**src/design/pdd_pkg.sv**
```systemverilog
// Shared types, codes and constants of the parking distance display core.
package pdd_pkg;

  // Defaults for the top-level parameters.
  localparam int DIST_BITS_DEF     = 16;
  localparam int PCT_FRAC_BITS_DEF = 8;

  // Fixed field widths.
  localparam int MM_W      = 16;
  localparam int PCT_INT_W = 10;
  localparam int SEG_W     = 7;
  localparam int BAR_LEDS  = 8;
  localparam int KIND_W    = 2;
  localparam int ZONE_W    = 2;
  localparam int CFG_IDX_W = 2;

  // Item kinds.
  localparam logic [KIND_W-1:0] KIND_MEAS   = 2'd0;
  localparam logic [KIND_W-1:0] KIND_ACT    = 2'd1;
  localparam logic [KIND_W-1:0] KIND_DEACT  = 2'd2;

  // Zones.
  localparam logic [ZONE_W-1:0] ZONE_OK      = 2'd0;
  localparam logic [ZONE_W-1:0] ZONE_CONTACT = 2'd1;
  localparam logic [ZONE_W-1:0] ZONE_NONE    = 2'd2;

  // Register indexes.
  localparam logic [CFG_IDX_W-1:0] CFG_LEFT_MIN  = 2'd0;
  localparam logic [CFG_IDX_W-1:0] CFG_LEFT_MAX  = 2'd1;
  localparam logic [CFG_IDX_W-1:0] CFG_RIGHT_MIN = 2'd2;
  localparam logic [CFG_IDX_W-1:0] CFG_RIGHT_MAX = 2'd3;

  localparam logic [MM_W-1:0] MIN_MM_RST = 16'd200;
  localparam logic [MM_W-1:0] MAX_MM_RST = 16'd1000;

  localparam logic [SEG_W-1:0] SEG_DASH  = 7'h40;
  localparam logic [SEG_W-1:0] SEG_BLANK = 7'h00;

  // Status of the shared divider.
  typedef struct packed {
    logic done;
    logic ovf;
  } div_stat_t;

  // Segment codes of one side, with the stage that marks them new.
  typedef struct packed {
    logic             done;
    logic [SEG_W-1:0] hund;
    logic [SEG_W-1:0] tens;
    logic [SEG_W-1:0] ones;
  } dig_res_t;

  function automatic logic [SEG_W-1:0] seg_of(input logic [3:0] digit);
    logic [SEG_W-1:0] s;
    case (digit)
      4'd0:    s = 7'h3F;
      4'd1:    s = 7'h06;
      4'd2:    s = 7'h5B;
      4'd3:    s = 7'h4F;
      4'd4:    s = 7'h66;
      4'd5:    s = 7'h6D;
      4'd6:    s = 7'h7D;
      4'd7:    s = 7'h07;
      4'd8:    s = 7'h7F;
      4'd9:    s = 7'h6F;
      default: s = SEG_BLANK;
    endcase
    return s;
  endfunction

endpackage

```
**src/design/pdd_div.sv**
```systemverilog
// Shared restoring divider, one quotient bit per cycle, with overflow detect.
module pdd_div #(
  parameter int NW = 31,
  parameter int PW = 18,
  parameter int SW = 16
) (
  input  logic                clk,
  input  logic                rst_n,
  input  logic                start,
  input  logic [NW-1:0]       num,
  input  logic [SW-1:0]       den,
  output pdd_pkg::div_stat_t  stat,
  output logic [PW-1:0]       quo
);

  localparam int CW = $clog2(PW + 1);

  logic          busy_r, busy_nxt;
  logic [CW-1:0] cnt_r, cnt_nxt;
  logic [SW-1:0] rem_r, rem_nxt;
  logic [PW-1:0] sh_r, sh_nxt;
  logic [SW-1:0] den_r, den_nxt;
  logic          done_r, done_nxt;
  logic          ovf_r, ovf_nxt;
  logic [SW:0]   trial;
  logic          qbit;

  assign trial = {rem_r, sh_r[PW-1]};
  assign qbit  = trial >= {1'b0, den_r};

  always_comb begin
    busy_nxt = busy_r;
    cnt_nxt  = cnt_r;
    rem_nxt  = rem_r;
    sh_nxt   = sh_r;
    den_nxt  = den_r;
    done_nxt = 1'b0;
    ovf_nxt  = ovf_r;
    if (start) begin
      den_nxt = den;
      rem_nxt = SW'(num[NW-1:PW]);
      sh_nxt  = num[PW-1:0];
      cnt_nxt = CW'(PW);
      // A high part at or above the divisor means the quotient does not fit.
      ovf_nxt = SW'(num[NW-1:PW]) >= den;
      if (SW'(num[NW-1:PW]) >= den) begin
        busy_nxt = 1'b0;
        done_nxt = 1'b1;
      end else begin
        busy_nxt = 1'b1;
      end
    end else if (busy_r) begin
      rem_nxt = qbit ? SW'(trial - {1'b0, den_r}) : trial[SW-1:0];
      sh_nxt  = {sh_r[PW-2:0], qbit};
      cnt_nxt = cnt_r - CW'(1);
      if (cnt_r == CW'(1)) begin
        busy_nxt = 1'b0;
        done_nxt = 1'b1;
      end
    end
  end

  always_ff @(posedge clk) begin
    if (!rst_n) begin
      busy_r <= 1'b0;
      done_r <= 1'b0;
      cnt_r  <= '0;
      ovf_r  <= 1'b0;
    end else begin
      busy_r <= busy_nxt;
      done_r <= done_nxt;
      cnt_r  <= cnt_nxt;
      ovf_r  <= ovf_nxt;
    end
    rem_r <= rem_nxt;
    sh_r  <= sh_nxt;
    den_r <= den_nxt;
  end

  assign stat.done = done_r;
  assign stat.ovf  = ovf_r;
  assign quo       = sh_r;

endmodule

```
**src/design/pdd_digits.sv**
```systemverilog
// Two-stage conversion of one percent into three seven-segment codes.
module pdd_digits #(
  parameter int PCT_FRAC_BITS = pdd_pkg::PCT_FRAC_BITS_DEF
) (
  input  logic                                         clk,
  input  logic                                         rst_n,
  input  logic                                         start,
  input  logic [pdd_pkg::PCT_INT_W+PCT_FRAC_BITS-1:0]  q,
  output pdd_pkg::dig_res_t                            res
);

  localparam int PW = pdd_pkg::PCT_INT_W + PCT_FRAC_BITS;
  localparam logic [PW-1:0] PCT_20 = PW'(20) << PCT_FRAC_BITS;

  logic [pdd_pkg::PCT_INT_W-1:0] p;
  logic [15:0]                   h_prod;
  logic [3:0]                    h_c;
  logic [pdd_pkg::PCT_INT_W-1:0] rem_c;

  logic       v1_r, v2_r;
  logic       dash_r;
  logic [3:0] h_r;
  logic [6:0] rem_r;

  logic [14:0] t_prod;
  logic [3:0]  t_c;
  logic [6:0]  o_c;

  logic [pdd_pkg::SEG_W-1:0] hund_r, tens_r, ones_r;
  logic [pdd_pkg::SEG_W-1:0] hund_nxt, tens_nxt, ones_nxt;

  // The percent never exceeds 999, so p*41/4096 gives the hundreds digit.
  assign p      = q[PW-1:PCT_FRAC_BITS];
  assign h_prod = 16'(p) * 16'd41;
  assign h_c    = h_prod[15:12];
  assign rem_c  = p - pdd_pkg::PCT_INT_W'(h_c) * pdd_pkg::PCT_INT_W'(100);

  // For a remainder below 100, r*205/2048 gives the tens digit.
  assign t_prod = 15'(rem_r) * 15'd205;
  assign t_c    = t_prod[14:11];
  assign o_c    = rem_r - 7'(t_c) * 7'd10;

  always_comb begin
    if (dash_r) begin
      hund_nxt = pdd_pkg::SEG_DASH;
      tens_nxt = pdd_pkg::SEG_DASH;
      ones_nxt = pdd_pkg::SEG_DASH;
    end else begin
      hund_nxt = (h_r != 4'd0) ? pdd_pkg::seg_of(h_r) : pdd_pkg::SEG_BLANK;
      tens_nxt = pdd_pkg::seg_of(t_c);
      ones_nxt = pdd_pkg::seg_of(o_c[3:0]);
    end
  end

  always_ff @(posedge clk) begin
    if (!rst_n) begin
      v1_r <= 1'b0;
      v2_r <= 1'b0;
    end else begin
      v1_r <= start;
      v2_r <= v1_r;
    end
    if (start) begin
      dash_r <= q <= PCT_20;
      h_r    <= h_c;
      rem_r  <= rem_c[6:0];
    end
    if (v1_r) begin
      hund_r <= hund_nxt;
      tens_r <= tens_nxt;
      ones_r <= ones_nxt;
    end
  end

  assign res.done = v2_r;
  assign res.hund = hund_r;
  assign res.tens = tens_r;
  assign res.ones = ones_r;

endmodule

```
**src/design/parking_distance_display_core.sv**
```systemverilog
// Parking distance display core: sequencer, state and result register.
//
//   channel  | handshake            | payload
//   ---------+----------------------+------------------------------------------
//   in       | in_tvalid/in_tready  | tuser: kind; tdata: left_mm, right_mm
//   out      | out_tvalid/out_tready| tdata: status, bar, percents, zone, segs
//   cfg      | cfg_we               | cfg_index, cfg_wdata
//
// A measurement item takes, per percent in turn, a setup step, the shared
// restoring divider and the digit decode, then an update and an output step;
// a zero or negative span, a distance at or below the minimum or an overflowing
// quotient shortens its side. Other kinds take only the update and output steps.
// in_tready is high only while the sequencer is idle, and one finished result
// may wait in the output register. Reset is synchronous but skips datapath regs.
module parking_distance_display_core #(
  parameter int DIST_BITS     = pdd_pkg::DIST_BITS_DEF,
  parameter int PCT_FRAC_BITS = pdd_pkg::PCT_FRAC_BITS_DEF
) (
  input  logic                              clk,
  input  logic                              rst_n,
  input  logic                              in_tvalid,
  output logic                              in_tready,
  input  logic [1:0]                        in_tuser,  // kind
  input  logic [31:0]                       in_tdata,  // left_mm, right_mm
  output logic                              out_tvalid,
  input  logic                              out_tready,
  // status_led, bar_mask, left_percent, right_percent, zone, seg_left_hundreds,
  // seg_left_tens, seg_left_ones, seg_separator, seg_right_hundreds,
  // seg_right_tens, seg_right_ones
  output logic [79:0]                       out_tdata,
  input  logic                              cfg_we,
  input  logic [pdd_pkg::CFG_IDX_W-1:0]     cfg_index,
  input  logic [pdd_pkg::MM_W-1:0]          cfg_wdata
);

  localparam int MW  = pdd_pkg::MM_W;
  localparam int DW  = (DIST_BITS < MW) ? DIST_BITS : MW;
  localparam int PW  = pdd_pkg::PCT_INT_W + PCT_FRAC_BITS;
  localparam int NW  = MW + 7 + PCT_FRAC_BITS;
  localparam logic [PW-1:0] PCT_SAT = PW'(999) << PCT_FRAC_BITS;
  localparam logic [PW-1:0] PCT_20  = PW'(20) << PCT_FRAC_BITS;
  localparam logic [PW-1:0] PCT_100 = PW'(100) << PCT_FRAC_BITS;

  localparam logic [2:0] S_IDLE   = 3'd0;
  localparam logic [2:0] S_PREP   = 3'd1;
  localparam logic [2:0] S_DIV    = 3'd2;
  localparam logic [2:0] S_DIGIT  = 3'd3;
  localparam logic [2:0] S_UPDATE = 3'd4;
  localparam logic [2:0] S_OUT    = 3'd5;

  logic [2:0]    state_r, state_nxt;
  logic          side_r, side_nxt;
  logic [pdd_pkg::KIND_W-1:0] kind_r;
  logic [MW-1:0] lmm_r, rmm_r;
  logic [MW-1:0] lmin_r, lmax_r, rmin_r, rmax_r;

  logic          active_r, bvalid_r;
  logic [PW-1:0] lq_r, rq_r, bq_r;
  logic [pdd_pkg::ZONE_W-1:0] zone_r;
  logic [pdd_pkg::SEG_W-1:0]  seg_r [7];

  logic          out_valid_r;
  logic [79:0]   out_data_r;

  // Per-side operands.
  logic [MW-1:0] d_c, lo_c, hi_c, x_c, span_c;
  logic          zero_c;
  logic [NW-1:0] num_c;

  logic              div_start;
  pdd_pkg::div_stat_t div_stat;
  logic [PW-1:0]     div_quo;
  logic [PW-1:0]     q_div;

  logic              dig_start;
  logic [PW-1:0]     dig_q;
  pdd_pkg::dig_res_t dig_res;

  logic [PW-1:0]     bq_c;
  logic [PW:0]       bar_diff;
  logic [pdd_pkg::BAR_LEDS-1:0] bar_c;
  logic              out_load;

  assign in_tready = (state_r == S_IDLE);

  always_comb begin
    if (side_r) begin
      d_c  = MW'(rmm_r[DW-1:0]);
      lo_c = rmin_r;
      hi_c = rmax_r;
    end else begin
      d_c  = MW'(lmm_r[DW-1:0]);
      lo_c = lmin_r;
      hi_c = lmax_r;
    end
  end

  assign zero_c = (hi_c <= lo_c) || (d_c <= lo_c);
  assign x_c    = d_c - lo_c;
  assign span_c = hi_c - lo_c;
  assign num_c  = (NW'(x_c) * NW'(100)) << PCT_FRAC_BITS;

  assign q_div = (div_stat.ovf || div_quo > PCT_SAT) ? PCT_SAT : div_quo;

  pdd_div #(.NW(NW), .PW(PW), .SW(MW)) u_div (
    .clk   (clk),
    .rst_n (rst_n),
    .start (div_start),
    .num   (num_c),
    .den   (span_c),
    .stat  (div_stat),
    .quo   (div_quo)
  );

  pdd_digits #(.PCT_FRAC_BITS(PCT_FRAC_BITS)) u_digits (
    .clk   (clk),
    .rst_n (rst_n),
    .start (dig_start),
    .q     (dig_q),
    .res   (dig_res)
  );

  // Bar: LED k is lit when 2*(100 - p) reaches (k+1)*25, for a level inside the span.
  assign bar_diff = {PCT_100 - bq_r, 1'b0};
  always_comb begin
    for (int k = 0; k < pdd_pkg::BAR_LEDS; k++) begin
      bar_c[k] = bar_diff >= ((PW + 1)'((k + 1) * 25) << PCT_FRAC_BITS);
    end
    if (!active_r || !bvalid_r || bq_r >= PCT_100) begin
      bar_c = '0;
    end else if (bq_r <= PCT_20) begin
      bar_c = '1;
    end
  end

  assign bq_c     = (lq_r < rq_r) ? lq_r : rq_r;
  assign out_load = (state_r == S_OUT) && (!out_valid_r || out_tready);

  always_comb begin
    state_nxt = state_r;
    side_nxt  = side_r;
    div_start = 1'b0;
    dig_start = 1'b0;
    dig_q     = q_div;
    case (state_r)
      S_IDLE: begin
        side_nxt = 1'b0;
        if (in_tvalid) begin
          state_nxt = (in_tuser == pdd_pkg::KIND_MEAS) ? S_PREP : S_UPDATE;
        end
      end
      S_PREP: begin
        if (zero_c) begin
          dig_start = 1'b1;
          dig_q     = '0;
          state_nxt = S_DIGIT;
        end else begin
          div_start = 1'b1;
          state_nxt = S_DIV;
        end
      end
      S_DIV: begin
        if (div_stat.done) begin
          dig_start = 1'b1;
          state_nxt = S_DIGIT;
        end
      end
      S_DIGIT: begin
        if (dig_res.done) begin
          if (side_r) begin
            state_nxt = S_UPDATE;
          end else begin
            side_nxt  = 1'b1;
            state_nxt = S_PREP;
          end
        end
      end
      S_UPDATE: state_nxt = S_OUT;
      S_OUT: begin
        if (out_load) begin
          state_nxt = S_IDLE;
        end
      end
      default: state_nxt = S_IDLE;
    endcase
  end

  always_ff @(posedge clk) begin
    if (!rst_n) begin
      state_r     <= S_IDLE;
      side_r      <= 1'b0;
      out_valid_r <= 1'b0;
      lmin_r      <= pdd_pkg::MIN_MM_RST;
      lmax_r      <= pdd_pkg::MAX_MM_RST;
      rmin_r      <= pdd_pkg::MIN_MM_RST;
      rmax_r      <= pdd_pkg::MAX_MM_RST;
      active_r    <= 1'b0;
      bvalid_r    <= 1'b0;
      lq_r        <= '0;
      rq_r        <= '0;
      bq_r        <= '0;
      zone_r      <= pdd_pkg::ZONE_OK;
      for (int i = 0; i < 7; i++) begin
        seg_r[i] <= pdd_pkg::SEG_BLANK;
      end
    end else begin
      state_r <= state_nxt;
      side_r  <= side_nxt;

      if (cfg_we) begin
        case (cfg_index)
          pdd_pkg::CFG_LEFT_MIN:  lmin_r <= cfg_wdata;
          pdd_pkg::CFG_LEFT_MAX:  lmax_r <= cfg_wdata;
          pdd_pkg::CFG_RIGHT_MIN: rmin_r <= cfg_wdata;
          pdd_pkg::CFG_RIGHT_MAX: rmax_r <= cfg_wdata;
          default: ;
        endcase
      end

      if (dig_start) begin
        if (side_r) begin
          rq_r <= dig_q;
        end else begin
          lq_r <= dig_q;
        end
      end

      if (dig_res.done && state_r == S_DIGIT) begin
        if (side_r) begin
          seg_r[4] <= dig_res.hund;
          seg_r[5] <= dig_res.tens;
          seg_r[6] <= dig_res.ones;
          seg_r[3] <= pdd_pkg::SEG_DASH;
        end else begin
          seg_r[0] <= dig_res.hund;
          seg_r[1] <= dig_res.tens;
          seg_r[2] <= dig_res.ones;
        end
      end

      if (state_r == S_UPDATE) begin
        case (kind_r)
          pdd_pkg::KIND_MEAS: begin
            if (lq_r < PCT_20 || rq_r < PCT_20) begin
              zone_r <= pdd_pkg::ZONE_CONTACT;
            end else if (lq_r > PCT_100 && rq_r > PCT_100) begin
              zone_r <= pdd_pkg::ZONE_NONE;
            end else begin
              zone_r <= pdd_pkg::ZONE_OK;
            end
            bq_r     <= bq_c;
            bvalid_r <= 1'b1;
          end
          pdd_pkg::KIND_ACT: begin
            if (!active_r) begin
              bvalid_r <= 1'b0;
            end
            active_r <= 1'b1;
          end
          pdd_pkg::KIND_DEACT: begin
            active_r <= 1'b0;
            for (int i = 0; i < 7; i++) begin
              seg_r[i] <= pdd_pkg::SEG_BLANK;
            end
          end
          default: ;
        endcase
      end

      if (out_load) begin
        out_valid_r <= 1'b1;
      end else if (out_tready) begin
        out_valid_r <= 1'b0;
      end
    end

    if (in_tvalid && in_tready) begin
      kind_r <= in_tuser;
      lmm_r  <= in_tdata[15:0];
      rmm_r  <= in_tdata[31:16];
    end

    if (out_load) begin
      out_data_r <= {seg_r[6], seg_r[5], seg_r[4], seg_r[3], seg_r[2], seg_r[1],
                     seg_r[0], zone_r, rq_r[PW-1:PCT_FRAC_BITS],
                     lq_r[PW-1:PCT_FRAC_BITS], bar_c, active_r};
    end
  end

  assign out_tvalid = out_valid_r;
  assign out_tdata  = out_data_r;

  // An accepted item blocks the input until its work is done.
  a_busy_after_accept: assert property (@(posedge clk) disable iff (!rst_n)
    in_tvalid && in_tready |=> !in_tready)
    else $error("input taken again right after an item was accepted");

  // The divider reports only while the sequencer waits for it.
  a_div_done_in_div: assert property (@(posedge clk) disable iff (!rst_n)
    div_stat.done |-> state_r == S_DIV)
    else $error("divider finished outside the divide step");

  // A lit bar only ever goes out while the system is active.
  a_bar_needs_active: assert property (@(posedge clk) disable iff (!rst_n)
    out_tvalid |-> (out_tdata[8:1] == 8'd0 || out_tdata[0]))
    else $error("bar lit while the system is inactive");

  // The zone code of a result is always a defined zone.
  a_zone_defined: assert property (@(posedge clk) disable iff (!rst_n)
    out_tvalid |-> out_tdata[30:29] != 2'd3)
    else $error("undefined zone in result");

endmodule

```
**config.mk**
```make
export PLATFORM = sky130hd
export DESIGN_NAME = parking_distance_display_core
export DESIGN_NICKNAME = d
export VERILOG_FILES = /design/src/design/pdd_pkg.sv /design/src/design/pdd_div.sv /design/src/design/pdd_digits.sv /design/src/design/parking_distance_display_core.sv
export SDC_FILE = /design/constraint.sdc
export NUM_CORES = 1
export LEC_CHECK = 0
export ABC_AREA = 1
export BUFFER_PORTS_ARGS = -buffer_cell sky130_fd_sc_hd__buf_4
export CORE_MARGIN = 2
export CORE_UTILIZATION = 24
export CTS_BUF_LIST = sky130_fd_sc_hd__clkbuf_8
export DETAILED_ROUTE_END_ITERATION = 8
export GPL_TIMING_DRIVEN = 0
export PLACE_DENSITY = 0.45
export SLEW_MARGIN = 40
export SYNTH_ARGS = -nofsm -noshare
export SYNTH_HDL_FRONTEND = slang
export SYNTH_SLANG_ARGS = --single-unit
```
**constraint.sdc**
```tcl
create_clock -name clk -period 18.4 [get_ports clk]
set_input_delay 2.76 -clock clk [delete_from_list [all_inputs] [get_ports clk]]
set_output_delay 2.76 -clock clk [all_outputs]
set_load 0.01 [all_outputs]
```
==> impl_metrics.csv <==
group,metric,value,unit
run_status,status,"complete, no violations",
finish,syn_to_final_growth,18.83,%
grt,grt_pass1_wl,96280,um
timing,maxSlewViolCount,0,
cts,cts_num_sinks,378,
yosys,ys_types,62,
grt,grt_max_degree,26,
cts,cts_setup_buffers,0,
finish,utilization,28.67,%
timing,skew,0.03937,ns
setup_path,end_kind,"flip-flop",
yosys,ys_top_cells_by_count,"430 x nand2_1, 368 x inv_1, 226 x a21oi_1",
cts,clock_latency,0.67,ns
timing,finalSetupTns,0,ns
drt,wirelength,60840,um
setup_path,critical-path-max-stage-delay,0.65,ns
yosys,synth.most_common_cell,"nand2_1",
yosys,synth_top_cell_area_share,28.57,%
setup_path,crit_slowest_cell,"a21oi_1",
floorplanning,fp.dieArea,92640,um2
timing,worstMarginPinSlew,0.8168,ns
cts,cts_root_buffer,"clkbuf_8",
timing,postLayoutSetupSlackWorst,10.03,ns
setup_path,critPathMaxFanout,10,
setup_path,cp.arrival,8.76,ns
grt,grt-ovfl-total,0,
yosys,ys_ff_latch,378,
setup_path,worst-path-buf-inv,9,
yosys,yosysTopAreaCell,"edfxtp_1",
drt,drt_iter0_drc,858,
yosys,seq_area_frac_synth,44.47,%
cts,h-tree-depth,3,
yosys,syn_area,21650,um2
drt,drc,0,
cts,cts_made_buffers,74,
cts,path_clk_slew,0.06,ns
cts,cts_resized,0,
floorplanning,rows,110,
floorplanning,die_x,304.4,um
timing,setup_violations,0,
drt,antenna_left,0,
grt,grt_pass1_vias,17050,
yosys,syn_avg_cell_area,8.703,um2
timing,fmax,119.5,MHz
drt,drt-pass1-iter-count,6,
drt,via_per_inst,4.336,
setup_path,cp_top_family,"adder cells",
timing,slew-limit-headroom,45.54,%
grt,antenna_found_initial,3,
worst_hold_path,hold_class,"reg -> reg",
setup_path,cp_common_cell,"nand2_1",
place,numPortBuffers,131,
timing,hold_violations,0,
place,place_ws,10.00,ns
floorplanning,io_pins,139,
yosys,synth_ff_type,"edfxtp_1",
job,drv_cap,0,
finish,drive_gt1_share,10.84,%
yosys,synth-edff-count,206,
setup_path,cp.required,18.79,ns
setup_path,critPathKind,"reg -> reg",
floorplanning,start_util,24.13,%
timing,period_share,45.49,%
cts,cts_hold_buffers,0,
grt,grt_usage,13.18,%
setup_path,start_kind,"flip-flop",
timing,rsz0062_at_grt,"no",
place,gp_congestion,0.8258,
yosys,ys_warn_count,0,
cts,clockBufferDepth,3,
timing,period_needed,8.371,ns
finish,nets,3018,
drt,vias,17110,
yosys,async_flop_share,0,%
drt,wl_per_cell,15.42,um
floorplanning,die_h,304.4,um
yosys,synthTopCellsByArea,"edfxtp_1 29%, dfxtp_1 16%, ha_1 13%",
place,hpwlAfterDp,47280,um
finish,fill_cells,9797,
floorplanning,coreArea,89740,um2
cts,cts_tree,"done",
yosys,synthCells,2488,
cells in the final DEF, fill, tap and decap left out, types with 16 or more instances in the layout:
cell | Yosys | final
clkbuf_1 | 51 | 47
fa_1 | 28 | 28
nand2_1 | 430 | 429
buf_4 | 7 | 139
nor2_1 | 193 | 191
xnor2_1 | 26 | 26
nand3_1 | 98 | 98
xor2_1 | 46 | 46
ha_1 | 225 | 225
dfxtp_1 | 172 | 171
nand4_1 | 17 | 17
o21ai_0 | 201 | 195
a21oi_1 | 226 | 224
clkbuf_8 | 0 | 79
nor3_1 | 29 | 28
o21ai_1 | 10 | 16
edfxtp_1 | 206 | 206
inv_1 | 368 | 393
clkinv_1 | 4 | 17
worst reg2reg max path, delay by kind of cell, from the launching register on:
kind | cells | cell delay [ns]
flops | 1 | 0.32
buf+inv | 9 | 1.93
fa+ha+maj | 8 | 2.46
compound gates | 6 | 1.65
simple gates | 18 | 1.72
final timing paths:
kind / startpoint / end / slack [ns] / depth (start not counted)
worst max-delay path: side_r$_SDFFE_PN0P_ / u_digits.rem_r[6]$_DFFE_PP_ / 10.03 / 41
worst min-delay path: seg_r[1][6]$_SDFFCE_PP0P_ / out_tdata[44]$_DFFE_PP_ / 0.42 / 0
worst max register to register: side_r$_SDFFE_PN0P_ / u_digits.rem_r[6]$_DFFE_PP_ / 10.03 / 41
worst min register to register: seg_r[1][6]$_SDFFCE_PP0P_ / out_tdata[44]$_DFFE_PP_ / 0.42 / 0
routing by layer:
| layer | vias to the layer above | global-route usage, % | share of wire [%] |
|---|---|---|---|
| met3 | 76 | 2.688 | 4.2 |
| met5 | - | 0 | 0 |
| met2 | 327 | 21.77 | 46 |
| met4 | 0 | 3.765 | 2.1 |
| li1 | 8803 | - | - |
| met1 | 7901 | 17.37 | 47 |
stage by stage:
step | hold WS, ns | cells | area [um2]
2_1_floorplan | 0.4003 | 2493 | 21670
3_3_place_gp | 0.4053 | 3800 | 24130
3_5_place_dp | 0.4045 | 3808 | 24310
4_1_cts | 0.4181 | 3943 | 25720
5_1_grt | 0.4245 | 3945 | 25730
6_report | 0.4161 | 3945 | 25730
flip-flops by register name (all words and copies together) (netlist names), 3 cells and up, named ones only:
signal           cells
bq_r                18
lmax_r              16
lmin_r              16
lmm_r               16
lq_r                18
out_tdata           74
rmax_r              16
rmin_r              16
rmm_r               16
rq_r                18
seg_r               43
state_r              3
u_digits.h_r         4
u_digits.hund_r      7
u_digits.ones_r      7
u_digits.rem_r       7
u_digits.tens_r      7
u_div.cnt_r          5
u_div.den_r         16
u_div.quo           18
u_div.rem_r         16
cell families (layout without fill, tap and decap cells):
group	after synthesis	in the layout	synth area share, %
buffers and inverters	447	721	7.922
flip-flops	378	378	44.47
other	1	8	0.01732
adder cells (fa/ha/maj)	253	253	15.59
XOR/XNOR	72	72	2.912
multiplexers	4	4	0.1849
AND/OR/NAND/NOR	804	804	15.52
AO/OA/AOI/OAI	529	529	13.38
cell type report:
type / count / area, um2 / area share (%)
antenna: 2 / 5.005 / 0.01945
buffer: 70 / 304.0 / 1.182
clock buffer: 79 / 1087 / 4.226
clock inverter: 56 / 322.8 / 1.255
inverter: 377 / 1419 / 5.514
multi-input combinational: 1668 / 10360 / 40.25
sequential: 378 / 9630 / 37.43
tap: 1176 / 1471 / 5.719
timing repair buffer: 139 / 1134 / 4.406
Power is left out: the tool's default activity adds up to more than one toggle a clock period on the data nets, which glitch-free logic cannot reach.
